[src/bf3_pkg.sv]
// Package for the 3x3 box filter: shared types, register codes and the
// divide-by-nine helper. No dependencies.
package bf3_pkg;

    // Configuration register indexes.
    localparam logic REG_WIDTH  = 1'b0;
    localparam logic REG_HEIGHT = 1'b1;

    // Geometry limits and field widths fixed by the interface.
    localparam int PIX_W     = 8;
    localparam int SUM_W     = 12;
    localparam int ROW_W     = 12;
    localparam int COL_W     = 9;
    localparam int GEOM_W    = 13;
    localparam int CFGW_W    = 10;
    localparam int MAX_ROWS  = 4096;
    localparam int MIN_DIM   = 3;

    // Result queue depth between front and back.
    localparam int QDEPTH    = 4;
    localparam int QPTR_W    = 2;
    localparam int QCNT_W    = 3;

    // Reciprocal of nine in 16 fractional bits, exact for sums below 32768.
    localparam logic [12:0] RECIP9 = 13'd7282;

    // Effective frame geometry after clamping.
    typedef struct packed {
        logic [GEOM_W-1:0] width_eff;
        logic [GEOM_W-1:0] height_eff;
    } geom_t;

    // One classified item waiting for the back end.
    typedef struct packed {
        logic [SUM_W-1:0] sum;
        logic [ROW_W-1:0] row;
        logic [COL_W-1:0] col;
        logic             last;
    } result_t;

    // Truncated division of a nine-pixel sum by nine.
    function automatic logic [PIX_W-1:0] div9(input logic [SUM_W-1:0] s);
        logic [24:0] prod;
        prod = {13'd0, s} * {12'd0, RECIP9};
        return prod[23:16];
    endfunction

endpackage

[src/bf3_queue.sv]
// Short result queue between the front and back ends of the box filter.
// Depends on bf3_pkg.
module bf3_queue (
    input  logic             clk,
    input  logic             rst_n,
    input  logic             push,
    input  bf3_pkg::result_t push_data,
    output logic             full,
    input  logic             pop,
    output bf3_pkg::result_t pop_data,
    output logic             empty
);

    bf3_pkg::result_t              slot_reg [bf3_pkg::QDEPTH];
    logic [bf3_pkg::QPTR_W-1:0]    wr_ptr_reg, rd_ptr_reg;
    logic [bf3_pkg::QCNT_W-1:0]    count_reg, count_next;

    assign full     = count_reg == bf3_pkg::QCNT_W'(bf3_pkg::QDEPTH);
    assign empty    = count_reg == '0;
    assign pop_data = slot_reg[rd_ptr_reg];

    // Occupancy follows pushes and pops.
    always_comb
    begin
        count_next = count_reg;
        if (push && !pop)
        begin
            count_next = count_reg + 1'b1;
        end
        else if (pop && !push)
        begin
            count_next = count_reg - 1'b1;
        end
    end

    // Pointers and count.
    always_ff @(posedge clk or negedge rst_n)
    begin
        if (!rst_n)
        begin
            wr_ptr_reg <= '0;
            rd_ptr_reg <= '0;
            count_reg  <= '0;
        end
        else
        begin
            if (push)
            begin
                wr_ptr_reg <= wr_ptr_reg + 1'b1;
            end
            if (pop)
            begin
                rd_ptr_reg <= rd_ptr_reg + 1'b1;
            end
            count_reg <= count_next;
        end
    end

    // Storage.
    always_ff @(posedge clk)
    begin
        if (push)
        begin
            slot_reg[wr_ptr_reg] <= push_data;
        end
    end

    // The front never pushes into a full queue.
    assert property (@(posedge clk) disable iff (!rst_n) push |-> !full)
        else $error("push into full result queue");

    // The back never pops an empty queue.
    assert property (@(posedge clk) disable iff (!rst_n) pop |-> !empty)
        else $error("pop from empty result queue");

endmodule

[config.mk]
export PLATFORM = sky130hd
export DESIGN_NAME = bf3_queue
export DESIGN_NICKNAME = d
export VERILOG_FILES = /design/src/bf3_pkg.sv /design/src/bf3_queue.sv
export SDC_FILE = /design/constraint.sdc
export NUM_CORES = 1
export LEC_CHECK = 0
export ABC_AREA = 0
export BUFFER_PORTS_ARGS = -buffer_cell sky130_fd_sc_hd__clkbuf_2
export CORE_UTILIZATION = 44
export DETAILED_ROUTE_END_ITERATION = 12
export SYNTH_ARGS = -nofsm -noshare
export SYNTH_HDL_FRONTEND = slang
export SYNTH_SLANG_ARGS = --single-unit
[constraint.sdc]
create_clock -name clk -period 3.5 [get_ports clk]
set_input_delay 0.7 -clock clk [delete_from_list [all_inputs] [get_ports clk]]
set_output_delay 0.7 -clock clk [all_outputs]
set_load 0.03 [all_outputs]
Word level (Yosys, flattened, before mapping)
Memory sizes are Yosys's and may differ from the RTL's.
Cells that the tools add are included.
- RAM bits: 136
- register bits: 7
- memories: 1
- word-level logic and storage cells: 19
- latch bits: 0
- memory bits (read-only): 0
- memories (memory ; words ; width ; read ports ; clocked after Yosys merged registers in ; wr ports ; RTL line ; text):
    slot_reg ; 4 ; 34 ; 1 ; 0 ; 1 ; bf3_queue.sv:14 ; bf3_pkg::result_t slot_reg [bf3_pkg::QDEPTH];
- bitwise logic cells: 0
- order comparisons: 0
- divide/modulo/power cells: 0
- reduce and logical (&&, ||, !) cells: 6
- muxes and demuxes: 4
- $add $sub $neg: 4
- multiply operators: 0
- shift operators: 0
- equal/unequal tests: 1
- operators with widths (kind ; number):
    $mux 3 ; 2
    $add 2x1->2 const B ; 2
    $add 3x1->3 const B ; 1
    $eq 3x3->1 const B ; 1
    $logic_not 3->1 ; 1
    $sub 3x1->3 const B ; 1
    $logic_and 1x1->1 ; 2
    $logic_not 1->1 ; 2
    $mux 1 ; 2
    $reduce_bool 2->1 ; 1

Longest topological paths before layout
- word-level depth: 4
- depth in mapped cells: 7
- gate-level depth less buffers: 7

Least setup slack after synthesis
No wires, ideal clock.
- path kind: input to register
- from: input push
- to: memory slot_reg[0][0] in the netlist's numbering (enable)
- stages: 1
- path buffers: 0
- setup time: 0.394 ns
- data required time: 3.106 ns
- arrival: 1.540 ns
- setup slack: 1.566 ns
- path through: and2_1
- word-level cells in the longest chain between the ends: 2
- ends and longest elaborated chain (what ; RTL line ; text):
    start: declaration ; bf3_queue.sv:6 ; input logic push,
    $mux 1 ; bf3_queue.sv:62 ; if (push)
    $mux 1 (implied by the code) ; bf3_queue.sv:64 ; slot_reg[wr_ptr_reg] <= push_data;
    end: declaration ; bf3_queue.sv:14 ;
Every way passes these cells.

==> impl_summary.log <==
[metrics] Pre-Repair DR Iteration Count: 8
[metrics] Clk Tree Root Cell: clkbuf_16
[metrics] type of the worst min-delay path: in2async
[metrics] worst ir drop on vdd: 388 uV
[metrics] min Tclk post-route: 2.78 ns
[metrics] most common cell after layout, fill and taps aside: edfxtp_1
[metrics] combined area of the multi-input logic cells: 993 um^2
[metrics] buffer count from post-CTS setup fixing: 0
[metrics] flip-flop count of the largest register after layout: 136
[metrics] type of origin of the critical path: flop
[metrics] static leakage: 2.28 nW
[metrics] sequential fraction of the synthesis area: 79.6%
[metrics] portion of the clock cycle consumed by the worst path in the final layout: 79.5%
[metrics] pin slew with the least headroom to its limit: 0.945 ns
[metrics] type of the worst setup path: reg2out
[metrics] violations in the final reports: design-rule violations
[metrics] number of unique standard cell types used by synthesis: 19
[metrics] HPWL Detailed: 5040 um
[metrics] via count of the first global-routing pass: 2590
[metrics] layout filler cell count: 901
[metrics] layout net count: 343
[metrics] worst setup slack after layout: 0.717 ns
[metrics] Initial Util: 46.1%
[metrics] count of instances resized after the clock tree is built: 0
[metrics] Layout Area Growth over Synthesis: 20.3%
[metrics] number of antenna violations at the first check in global routing: 0
[metrics] maximum number of pins on one net before global-route repair: 36
[metrics] setup repair after global routing missed its margin: false
[metrics] aggregate global routing overflow: 0
[metrics] clock latency at the later pin of the worst-skew pair: 0.41 ns
[metrics] Die Area: 12600 um^2
[metrics] achievable clock frequency: 359 MHz
[metrics] first-pass GRT wire length: 14000 um
[metrics] post-detailed-route wirelength per cell: 19.2 um
[metrics] number of max-capacitance violations reported: 0
[metrics] Worst R2R End: slot_reg[0][2]
[metrics] largest fanout on the critical path: 25
[metrics] Post-Syn Area: 5350 um^2
[metrics] total wire length after detailed routing: 8720 um
[metrics] total count of max-transition violations in the final report: 0
[metrics] total routing resource utilization after global routing: 15.6%
[metrics] sum of negative setup slack: 0 ns
[metrics] placed instance count: 423
[metrics] input/output buffers: 73
[metrics] r2r worst-path depth: 3
[metrics] H-tree levels: 4
[metrics] overall die height: 112 um
[metrics] total of warnings raised by yosys: 0
[metrics] commonest cells after routing, fill and taps aside: edfxtp_1 (136), clkbuf_2 (73), mux4_2 (28)
[metrics] drt drc: 6
[metrics] number of nets still failing antenna checks after routing: 0
[metrics] Worst Skew: 0.0100 ns
[metrics] cell row count: 39
[metrics] antenna cell count: 0
[metrics] worst slack at placement: 1.08 ns
[metrics] largest buffer count on any clock path: 2
[metrics] clock sink count: 143
[metrics] number of hold-slack violations in the final timing report: 0
[metrics] number of buffers created by CTS: 17
[metrics] Post-Synthesis Net Count: 256
[metrics] clock edge transition at the registers on the reported setup and hold paths: 0.06 ns
[metrics] final setup violation count: 0
[metrics] hold_buf cts: 0
[metrics] cell count after synthesis: 212
[metrics] floorplan core area: 11600 um^2
[metrics] routability congestion estimate: 0.621
[metrics] register cell area after layout: 4260 um^2
[metrics] run status: complete, but fails checks
[metrics] CTS tree: built
[metrics] Worst setup startpoint: rd_ptr_reg[0]
[metrics] headroom to the max-slew limit: 37.0%
[metrics] Reg2Reg Setup Slack: 1.69 ns
[metrics] width of the die: 112 um
[metrics] Initial DRC Count: 137
[metrics] vias after detailed routing: 2357
[metrics] routed vias/inst: 5.18
[metrics] synthesized area divided by synthesized cell count: 25.3 um^2
[metrics] synthesized flop and latch total: 143
[metrics] CP endpoint kind: output port
[metrics] Worst EP required: 2.80 ns
[metrics] data arrival time at the worst-slack endpoint: 2.08 ns
[metrics] layout cell share with drive strength beyond 1: 45.5%
[metrics] cell area power density: 926 nW/um^2
[metrics] startpoint of the worst register-to-register path: wr_ptr_reg[0]
[metrics] Cell Count, Final, Fillers Out: 455
[metrics] total I/O pin count: 74
-- per-stage QoR --
stage	power (mW)	util, %	hold slack [ns]	area (um^2)
floorplan	3.84	-	0.404	5350
global placement	4.27	50.4	0.477	5850
detailed placement	4.30	50.4	0.480	5850
CTS	6.07	55.5	0.106	6440
global route	6.24	55.5	0.107	6440
finish	5.96	55.5	0.120	6440
-- kinds of logic (layout without fill, tap and decap cells) --
family,after synthesis,in the layout,share of synthesized area [%]
flip-flops,143,143,79.6
multiplexers,35,35,14.9
buffers and inverters,12,112,1.99
AND/OR/NAND/NOR,9,9,0.911
adder cells (fa/ha/maj),6,6,1.54
XOR/XNOR,6,6,0.982
AO/OA/AOI/OAI,1,1,0.0934
-- where the power goes --
group	internal [mW]	switching, mW
logic	0.678	1.07
clock network	1.09	0.664
registers	2.25	0.209
total	4.02	1.94
-- worst max-delay path: stages (launching register included) --
cell and delay, ns:
dfrtp_2 0.61, buf_12 0.27, mux4_1 0.58, clkbuf_2 0.20
-- routing by layer --
| metal | wire length [um] | part of all wire (%) | GRT usage, % |
|---|---|---|---|
| met3 | 496 | 5.7 | 5.35 |
| met2 | 4400 | 50 | 25.0 |
| met5 | 0 | 0 | 0 |
| met4 | 62 | 0.71 | 6.40 |
| met1 | 3760 | 43 | 19.6 |
-- worst max-delay path by stage --
stage / end / cells after the start / slack, ns
after floorplan: slot_reg[0][0] / 1 / 1.57
after global placement: pop_data[21] / 3 / 1.10
after detailed placement: pop_data[32] / 3 / 1.08
after CTS: pop_data[32] / 3 / 0.63
after global routing: pop_data[21] / 3 / 0.58
final: pop_data[32] / 3 / 0.72
-- synth_stat cells --
| master | count | area (um^2) |
|---|---|---|
| nor2_1 | 1 | 3.75 |
| o21ai_0 | 1 | 5.00 |
| ha_1 | 5 | 62.6 |
| mux2_2 | 1 | 11.3 |
| inv_1 | 4 | 15.0 |
| xnor2_1 | 2 | 17.5 |
| fa_1 | 1 | 20.0 |
| buf_6 | 1 | 11.3 |
| nand2_1 | 2 | 7.51 |
| mux4_1 | 6 | 158 |
| dfrtp_1 | 7 | 175 |
| and2_1 | 4 | 25.0 |
| nor3b_1 | 1 | 7.51 |
| buf_12 | 3 | 60.1 |
| buf_2 | 4 | 20.0 |
| edfxtp_1 | 136 | 4080 |
| nor3_1 | 1 | 5.00 |
| mux4_2 | 28 | 631 |
| xor2_1 | 4 | 35.0 |
-- area by class of cell --
class                           count  share of cell area, %
Timing Repair Buffer               76                   6.22
Clock inverter                     12                   2.08
Sequential cell                   143                   66.2
Clock buffer                       20                   7.09
Multi-Input combinational cell     57                   15.4
Inverter                            4                  0.233
Tap cell                          143                   2.78
Note: power is estimated with default switching activity, not from simulation.
