$ cat src/bf3_pkg.sv
// Package for the 3x3 box filter: shared types, register codes and the
// divide-by-nine helper. No dependencies.
package bf3_pkg;

    // Configuration register indexes.
    localparam logic REG_WIDTH  = 1'b0;
    localparam logic REG_HEIGHT = 1'b1;

    // Geometry limits and field widths fixed by the interface.
    localparam int PIX_W     = 8;
    localparam int SUM_W     = 12;
    localparam int ROW_W     = 12;
    localparam int COL_W     = 9;
    localparam int GEOM_W    = 13;
    localparam int CFGW_W    = 10;
    localparam int MAX_ROWS  = 4096;
    localparam int MIN_DIM   = 3;

    // Result queue depth between front and back.
    localparam int QDEPTH    = 4;
    localparam int QPTR_W    = 2;
    localparam int QCNT_W    = 3;

    // Reciprocal of nine in 16 fractional bits, exact for sums below 32768.
    localparam logic [12:0] RECIP9 = 13'd7282;

    // Effective frame geometry after clamping.
    typedef struct packed {
        logic [GEOM_W-1:0] width_eff;
        logic [GEOM_W-1:0] height_eff;
    } geom_t;

    // One classified item waiting for the back end.
    typedef struct packed {
        logic [SUM_W-1:0] sum;
        logic [ROW_W-1:0] row;
        logic [COL_W-1:0] col;
        logic             last;
    } result_t;

    // Truncated division of a nine-pixel sum by nine.
    function automatic logic [PIX_W-1:0] div9(input logic [SUM_W-1:0] s);
        logic [24:0] prod;
        prod = {13'd0, s} * {12'd0, RECIP9};
        return prod[23:16];
    endfunction

endpackage

$ cat src/bf3_back.sv
// Back end of the box filter: takes queued sums, divides by nine and holds
// the result in the output register. Depends on bf3_pkg.
module bf3_back (
    input  logic                      clk,
    input  logic                      rst_n,
    input  logic                      q_empty,
    input  bf3_pkg::result_t          q_data,
    output logic                      q_pop,
    output logic                      out_valid,
    input  logic                      out_stall,
    output logic [bf3_pkg::PIX_W-1:0] filtered_pixel,
    output logic [bf3_pkg::ROW_W-1:0] center_row,
    output logic [bf3_pkg::COL_W-1:0] center_col,
    output logic                      frame_last
);

    logic                      out_valid_reg;
    logic [bf3_pkg::PIX_W-1:0] pix_reg;
    logic [bf3_pkg::ROW_W-1:0] row_reg;
    logic [bf3_pkg::COL_W-1:0] col_reg;
    logic                      last_reg;

    // Pop whenever the output register is empty or being taken.
    assign q_pop = !q_empty && (!out_valid_reg || !out_stall);

    // Output valid flag.
    always_ff @(posedge clk or negedge rst_n)
    begin
        if (!rst_n)
        begin
            out_valid_reg <= 1'b0;
        end
        else if (q_pop)
        begin
            out_valid_reg <= 1'b1;
        end
        else if (!out_stall)
        begin
            out_valid_reg <= 1'b0;
        end
    end

    // Output payload: mean by reciprocal multiply.
    always_ff @(posedge clk)
    begin
        if (q_pop)
        begin
            pix_reg  <= bf3_pkg::div9(q_data.sum);
            row_reg  <= q_data.row;
            col_reg  <= q_data.col;
            last_reg <= q_data.last;
        end
    end

    assign out_valid      = out_valid_reg;
    assign filtered_pixel = pix_reg;
    assign center_row     = row_reg;
    assign center_col     = col_reg;
    assign frame_last     = last_reg;

endmodule

$ cat config.mk
export PLATFORM = sky130hd
export DESIGN_NAME = bf3_back
export DESIGN_NICKNAME = d
export VERILOG_FILES = /design/src/bf3_pkg.sv /design/src/bf3_back.sv
export SDC_FILE = /design/constraint.sdc
export NUM_CORES = 1
export LEC_CHECK = 0
export ABC_AREA = 1
export BUFFER_PORTS_ARGS = -buffer_cell sky130_fd_sc_hd__buf_2
export CORE_ASPECT_RATIO = 1.2
export CORE_UTILIZATION = 55
export DETAILED_ROUTE_END_ITERATION = 8
export GPL_ROUTABILITY_DRIVEN = 0
export PLACE_DENSITY_LB_ADDON = 0.12
export SYNTH_ARGS = -nofsm -noshare
export SYNTH_HDL_FRONTEND = slang
export SYNTH_SLANG_ARGS = --single-unit
export TNS_END_PERCENT = 50
$ cat constraint.sdc
create_clock -name clk -period 7.9 [get_ports clk]
set_clock_uncertainty 0.2 [all_clocks]
set_input_delay 0.395 -clock clk [delete_from_list [all_inputs] [get_ports clk]]
set_output_delay 0.395 -clock clk [all_outputs]
set_load 0.01 [all_outputs]
# Yosys cells after proc, flatten, opt, wreduce, memory -nomap -nowiden
# Index checks and enable logic that the tools add are counted.
[totals]
wordCells = 14
output_inout_bits = 32
input_bits = 38
reg_bits = 31
[classes]
muxes = 2
eq_ne = 1
reduce_logical = 5
n_mul = 1
[ops]
columns = ["cell", "count"]
rows = [
  ["12-bit by 12-bit multiplier with 23-bit output (second input constant)", 1],
  ["1-bit zero test", 3],
  ["1-bit two-way mux", 2],
  ["2-bit inequality test (second input constant)", 1],
  ["1-bit logical AND", 1],
  ["1-bit logical OR", 1],
]

# Logic depth before layout (Yosys ltp)
# Gate-level depths: netlist (run 1).
[depth]
word_depth = 4
mapped_depth = 20
ltp_nobuf = 20

# Worst setup path after synthesis (run 1)
# OpenSTA, ideal clock, no wires.
[synth_path]
path_type = "input to register"
from = "input port q_data[23] in the netlist's numbering"
to = "register pix_reg, in the netlist filtered_pixel[7], data pin"
required_ps = 7448
path_buffers = 0
arrival_time_ps = 4003
setup_ps = 252
path_stages = 19
slack_ps = 3445
path_cell_list = "inv_1 -> fa_1 -> inv_1 -> ha_1 -> inv_1 -> fa_1 -> inv_1 -> fa_1 -> inv_1 -> fa_1 -> inv_1 -> ha_1 -> nand2_1 -> inv_1 -> a21o_1 -> o21bai_1 -> nand2_1 -> nand2_1 -> nand2_1"
[synth_via]
elab_chain_len = 1
[synth_rtl]
columns = ["item", "line", "text"]
rows = [
  ["from (decl)", "bf3_back.sv:7", "input bf3_pkg::result_t q_data,"],
  ["12-bit by 12-bit multiplier with 23-bit output", "bf3_pkg.sv:44", "prod = {13'd0, s} * {12'd0, RECIP9};"],
  ["to (signal assigned)", "bf3_back.sv:48", "pix_reg <= bf3_pkg::div9(q_data.sum);"],
  ["to (decl)", "bf3_back.sv:18", "logic [bf3_pkg::PIX_W-1:0] pix_reg;"],
]
# No other way between the ends.
# A chain may end at the register's enable or synchronous reset.

# Final worst setup path (run 1)
# Ends and elaborated chain as after synthesis.

==> results of run 1 <==
[layout by cell type, fill, tap and decap left out, types with 4 or more instances in the layout]
| master | Yosys | final |
|---|---|---|
| sky130_fd_sc_hd__inv_1 | 82 | 82 |
| sky130_fd_sc_hd__o21bai_1 | 5 | 5 |
| sky130_fd_sc_hd__o21ai_0 | 4 | 4 |
| sky130_fd_sc_hd__clkbuf_8 | 0 | 5 |
| sky130_fd_sc_hd__a21oi_1 | 15 | 14 |
| sky130_fd_sc_hd__buf_2 | 0 | 69 |
| sky130_fd_sc_hd__xor2_1 | 4 | 4 |
| sky130_fd_sc_hd__a21o_1 | 4 | 4 |
| sky130_fd_sc_hd__edfxtp_1 | 30 | 30 |
| sky130_fd_sc_hd__fa_1 | 29 | 29 |
| sky130_fd_sc_hd__nand3_1 | 15 | 15 |
| sky130_fd_sc_hd__nor2_1 | 12 | 12 |
| sky130_fd_sc_hd__nand2_1 | 63 | 63 |
| sky130_fd_sc_hd__ha_1 | 66 | 66 |
[timing repair]
action,4_1_cts,5_1_grt
buffers inserted,0,0
hold buffers,1,0
gates resized for setup,0,0
hold endpoints to repair,1,0
[layer usage]
| layer | routed length (um) | up-vias |
|---|---|---|
| met3 | 233 | 9 |
| met1 | 2502 | 1069 |
| li1 | - | 1264 |
| met4 | 144 | 0 |
| met5 | 0 | - |
| met2 | 3189 | 76 |
[power breakdown]
group | total, mW | internal (mW) | switching [mW]
logic | 0.913 | 0.343 | 0.570
registers | 0.235 | 0.230 | 0.00546
clock network | 0.107 | 0.0583 | 0.0486
[area by class of cell]
type / count / area [um2]
clock buffer: 5 / 68.82
clock inverter: 2 / 8.758
fill: 503 / 1888
inverter: 82 / 307.8
multi-input combinational: 233 / 2081
sequential: 31 / 925.9
tap: 80 / 100.1
timing repair buffer: 71 / 362.8
[kinds of logic after synthesis]
family / share of synthesized area, %
buffers and inverters: 9.297
DFF: 27.97
and+or+nand+nor: 13.19
adders and majority gates: 42.48
AOI/OAI and AO/OA: 5.480
xor gates and xnor gates: 1.587
[per-stage QoR]
step,power (mW),instance area [um2],util [%],worst slack (ns),hold WS [ns]
2_1_floorplan,0.9350,3311,-,3.445,-0.1006
3_3_place_gp,1.137,3767,65.60,3.204,-0.03031
3_5_place_dp,1.142,3767,65.60,3.104,-0.02686
4_1_cts,1.261,3855,67.12,3.393,0.08826
5_1_grt,1.404,3855,67.12,3.139,0.09004
6_report,1.255,3855,67.12,3.384,0.09649
[worst paths after layout]
kind                            slack [ns]                 to  depth (start not counted)
worst min register to register        0.31          out_valid                          2
worst min-delay path                   0.1      center_col[8]                          1
max in group asynchronous             7.18          out_valid                          2
min in group asynchronous             0.23          out_valid                          2
worst max register to register        6.49      center_row[1]                          2
worst max-delay path                  3.38  filtered_pixel[7]                         20
==> impl_metrics.yaml, run 1 <==
final_layout:
  final_antenna_diode_count: 0
  finalNetCount: 557
  drive_above_1_share_pct: 19.81
  area_growth_syn_to_layout_pct: 16.44
  layoutNonFillerInstCount: 504
  flip_flop_count_of_the_largest_register_all_copies_and_words_added: 12
floorplanning:
  num_rows: 30
  floorplan.initialDensity_pct: 57.65
  io_pins: 70
  die-width_um: 72.83
  placeableCoreArea_mm2: 0.005743
  die_y_um: 86.99
  total_die_area_mm2: 0.006335
critical_path:
  worst_path_max_delay_cell: "sky130_fd_sc_hd__fa_1"
  critPathMaxFanout: 4
  cp_cell_sequence: "buf_2 -> inv_1 -> fa_1 -> inv_1 -> ha_1 -> inv_1 -> fa_1 -> inv_1 -> fa_1 -> inv_1 -> fa_1 -> inv_1 -> ha_1 -> nand2_1 -> inv_1 -> a21o_1 -> o21bai_1 -> nand2_1 -> nand2_1 -> nand2_1"
  rr_startpoint: "out_valid"
  timing.critical_path.required_ns: 7.73
  cp_slowest_stage_delay_ns: 0.53
  startpoint_of_the_worst_setup_timing_path: "q_data[23]"
  path_class: "in2reg"
  worst-endpoint-arrival_ns: 4.34
  critical_path_buf_inv_count: 8
  critPathTopFamily: "adder cells"
  path_common_cell: "sky130_fd_sc_hd__inv_1"
  worstSetupStartpointType: "input pin"
  critPathCaptureType: "register"
sta:
  clock.fmax_ghz: 0.2215
  worstMarginPinSlew_ns: 0.4466
  setup-tns-final_ns: 0
  final_max_slew_viol_count: 0
  maxSlewHeadroom_pct: 69.91
  hold_violations: 0
  min_period_ns: 4.516
  setup-violations-final: 0
  rsz0062_at_grt: "false"
  min_period_over_period_pct: 57.16
clock_tree:
  cts.htree.levels: 2
  clkSinkCount: 31
  tritoncts.num_buffers: 5
  clock_insertion_delay_worst_skew_ns: 0.27
  clk_pin_slew_ns: 0.06
  clockRootBuffer: "sky130_fd_sc_hd__clkbuf_8"
  tritoncts: "built"
  clk_path_buf_depth: 2
logic_synthesis:
  share_of_the_synthesized_area_in_the_top_cell_type_pct: 27.21
  synth_edf_count: 30
  synth_commonest_cells: "sky130_fd_sc_hd__inv_1 (82), sky130_fd_sc_hd__ha_1 (66), sky130_fd_sc_hd__nand2_1 (63), sky130_fd_sc_hd__edfxtp_1 (30), sky130_fd_sc_hd__fa_1 (29)"
  mappedNetlistNets: 479
  synth-main-ff-cell: "sky130_fd_sc_hd__edfxtp_1"
  ys_types: 23
  portion_of_the_post_synthesis_area_used_by_sequential_elements_pct: 27.97
  yosys-top-cells-area: "sky130_fd_sc_hd__edfxtp_1 (27%), sky130_fd_sc_hd__ha_1 (25%), sky130_fd_sc_hd__fa_1 (18%)"
  synthArstFlopShare_pct: 3.226
  synth_most_common_cell: "sky130_fd_sc_hd__inv_1"
  post_synth_design_cell_area_mm2: 0.003311
  synthDominantAreaCellType: "sky130_fd_sc_hd__edfxtp_1"
  yosys_warnings: 0
  ys_seq_elements: 31
  netlist_instances: 346
  syn_area_per_cell_um2: 9.568
detailed_routing:
  drt-wirelength-per-cell_um: 12.04
  antenna_violating_nets_post_route: 0
  routed_wirelength_um: 6069
  firstDrtPassIters: 4
  drt-vias-per-instance: 4.798
  dr_total_vias: 2418
  drt_iter0_markers: 82
  drc: 0
global_routing:
  wire_length_of_the_first_global_routing_pass_um: 9873
  grt-ovfl-total: 0
  gr-max-usage-layer: "met2"
  overall_routing_resource_usage_pct: 20.64
  maximum_number_of_pins_on_one_net_before_global_route_repair: 32
  globalRouteMet1Util_pct: 22.75
  antenna_found_initial: 0
  grt_pass1_vias: 2278
  use_met3_pct: 2.083
  met2_demand_to_capacity_share_in_global_routing_pct: 39.51
hold_path:
  holdCritStartpoint: "q_data[9]"
  hold_path_class: "in2reg"
flow_run:
  cap_violations: 0
placement:
  dp_cells: 496
  buffer_ports.inserted: 69
  detailed_placement_wirelength_estimate_um: 5474
pwr:
  p_leak_nw: 2.141
  ir_drop_mv: 0.1668
  power.density_cell_area_mw_per_mm2: 325.4
run_status:
  run_status: "finished, final reports clean"
(Power assumes the default switching activity.)
==> run 2: changes to the inputs <==
- CORE_UTILIZATION: 55 -> 51
- clock period: 7.9 -> 3.7 ns (I/O delays scaled with it)
==> impl_metrics.yaml, run 2 (synthesis results as in run 1) <==
placement:
  buffer_ports.inserted: 69
  dpl-instance-area_mm2: 0.004259
  detailed_placement_wirelength_estimate_um: 6256
global_routing:
  maximum_number_of_pins_on_one_net_before_global_route_repair: 32
  wire_length_of_the_first_global_routing_pass_um: 12680
  grt-ovfl-total: 0
  grt_pass1_vias: 3028
  antenna_found_initial: 0
  overall_routing_resource_usage_pct: 24.27
pwr:
  p_clk_share_pct: 6.9
  power.share.switching_pct: 46.14
  p_leak_nw: 2.540
  power.share.combinational_pct: 80.0
  ir_drop_mv: 0.4510
  p_sw_mw: 1.782
  power.density_cell_area_mw_per_mm2: 789.2
  internal-power_mw: 2.080
  seq_power_share_pct: 13.1
critical_path:
  timing.critical_path.required_ns: 3.54
  path_common_cell: "sky130_fd_sc_hd__inv_2"
  worst_path_max_delay_cell: "sky130_fd_sc_hd__fa_1"
  critical_path_buf_inv_count: 7
  critPathTopFamily: "adder cells"
  cp_slowest_stage_delay_ns: 0.54
  worst-endpoint-arrival_ns: 3.73
  startpoint_of_the_worst_setup_timing_path: "q_data[25]"
  path_class: "in2reg"
  cp_cell_sequence: "buf_12 -> inv_12 -> fa_1 -> inv_2 -> ha_4 -> inv_2 -> fa_1 -> inv_2 -> fa_1 -> inv_2 -> fa_1 -> inv_2 -> ha_4 -> a21o_1 -> a21o_1 -> o21bai_1 -> nand2_1 -> nand2_1 -> nand2_1"
  critPathCaptureType: "register"
  worstSetupStartpointType: "input pin"
  critPathMaxFanout: 3
  rr_startpoint: "out_valid"
clock_tree:
  clk_path_buf_depth: 2
  clk_pin_slew_ns: 0.06
  tritoncts: "built"
  clockRootBuffer: "sky130_fd_sc_hd__clkbuf_8"
  tritoncts.num_buffers: 5
  clkSinkCount: 31
  clock_insertion_delay_worst_skew_ns: 0.27
  cts.htree.levels: 2
sta:
  rsz0062_at_grt: "true"
  hold_ws_ns: 0.02236
  finalWorstSetupSlack_ns: -0.1976
  final_max_slew_viol_count: 0
  worstMarginPinSlew_ns: 0.3679
  setup-violations-final: 8
  min_period_ns: 3.898
  setup-tns-final_ns: -1.070
  maxSlewHeadroom_pct: 75.48
  hold_violations: 0
  clock.fmax_ghz: 0.2566
  min_period_over_period_pct: 105.3
flow_run:
  cap_violations: 0
floorplanning:
  die_y_um: 90.26
  io_pins: 70
  floorplan.initialDensity_pct: 53.68
  total_die_area_mm2: 0.006819
  placeableCoreArea_mm2: 0.006167
  die-width_um: 75.55
  num_rows: 31
final_layout:
  flip_flop_count_of_the_largest_register_all_copies_and_words_added: 12
  final_common_cell: "sky130_fd_sc_hd__inv_1"
  final_antenna_diode_count: 0
  area_growth_syn_to_layout_pct: 47.81
  layout.core_utilization_pct: 79.35
  finish.instance_area_mm2: 0.004893
  layout_common_cells: "sky130_fd_sc_hd__inv_1 (71), sky130_fd_sc_hd__buf_2 (62), sky130_fd_sc_hd__nand2_1 (57)"
  drive_above_1_share_pct: 37.50
  fillCellCount: 394
  finalNetCount: 636
detailed_routing:
  drt-wirelength-per-cell_um: 13.96
  drt_iter0_markers: 84
  dr_total_vias: 2894
  antenna_violating_nets_post_route: 0
  drc: 0
  routed_wirelength_um: 8183
  drt-vias-per-instance: 4.939
  firstDrtPassIters: 5
run_status:
  failed_checks: "negative setup slack"
  run_status: "complete, but fails checks"
hold_path:
  hold_path_class: "in2async"
run 2: cell types whose count changed in the layout (fill, tap and decap cells not counted), moves of 6 or more:
cell                            change
sky130_fd_sc_hd__inv_2             +10
sky130_fd_sc_hd__ha_4              +15
sky130_fd_sc_hd__a21oi_1            -6
sky130_fd_sc_hd__inv_1             -11
sky130_fd_sc_hd__dlygate4sd3_1     +24
sky130_fd_sc_hd__buf_4             +55
sky130_fd_sc_hd__nand2_1            -6
sky130_fd_sc_hd__buf_2              -7
sky130_fd_sc_hd__ha_1              -16
run 2: stage by stage:
step | power, mW | setup slack (ns) | instances
CTS | 3.524 | -0.1754 | 586
finish | 3.862 | -0.1976 | 586
floorplan | 2.197 | -0.1765 | 346
global placement | 3.015 | -0.5054 | 550
detailed placement | 3.075 | -0.5893 | 550
global route | 4.206 | -0.2998 | 586
run 2: cell type report:
type	count	area [um2]	area share, %
multi-input cells	233	2380	48.63
repair buffers	150	1074	21.94
flip-flops and latches	31	925.9	18.92
inverters	82	320.3	6.546
well taps	82	102.6	2.097
clock buffers	7	86.33	1.764
clock inverters	1	5.005	0.1023
run 2: metal layers:
metal,GRT usage [%],wire length (um)
met5,0,0
met4,11.11,255
met3,1.786,256
met2,47.32,4539
met1,24.66,3132
run 2: power groups by stage:
stage	clock, mW	combinational [mW]	sequential, mW
6_report	0.266	3.09	0.505
5_1_grt	0.288	3.41	0.512
4_1_cts	0.273	2.75	0.504
3_5_place_dp	0	2.56	0.511
3_3_place_gp	0	2.50	0.510
2_1_floorplan	0	1.65	0.543
run 2: repair_timing:
| item | 4_1_cts | 5_1_grt |
|---|---|---|
| endpoints found under the hold margin | 24 | 0 |
| resized for setup | 24 | 29 |
| endpoints found under the setup margin | 8 | 8 |
| pin swaps | 9 | 13 |
| setup buffers | 3 | 0 |
| hold buffers | 25 | 0 |
run 2: worst paths after layout:
path / to / slack (ns) / cells past startpoint
worst max-delay path: filtered_pixel[7] / -0.20 / 19
worst min-delay path: out_valid / 0.02 / 2
worst max register to register: filtered_pixel[1] / 2.28 / 2
worst min register to register: center_row[2] / 0.69 / 2
max in group asynchronous: out_valid / 3.20 / 2
min in group clk: center_row[2] / 0.31 / 3
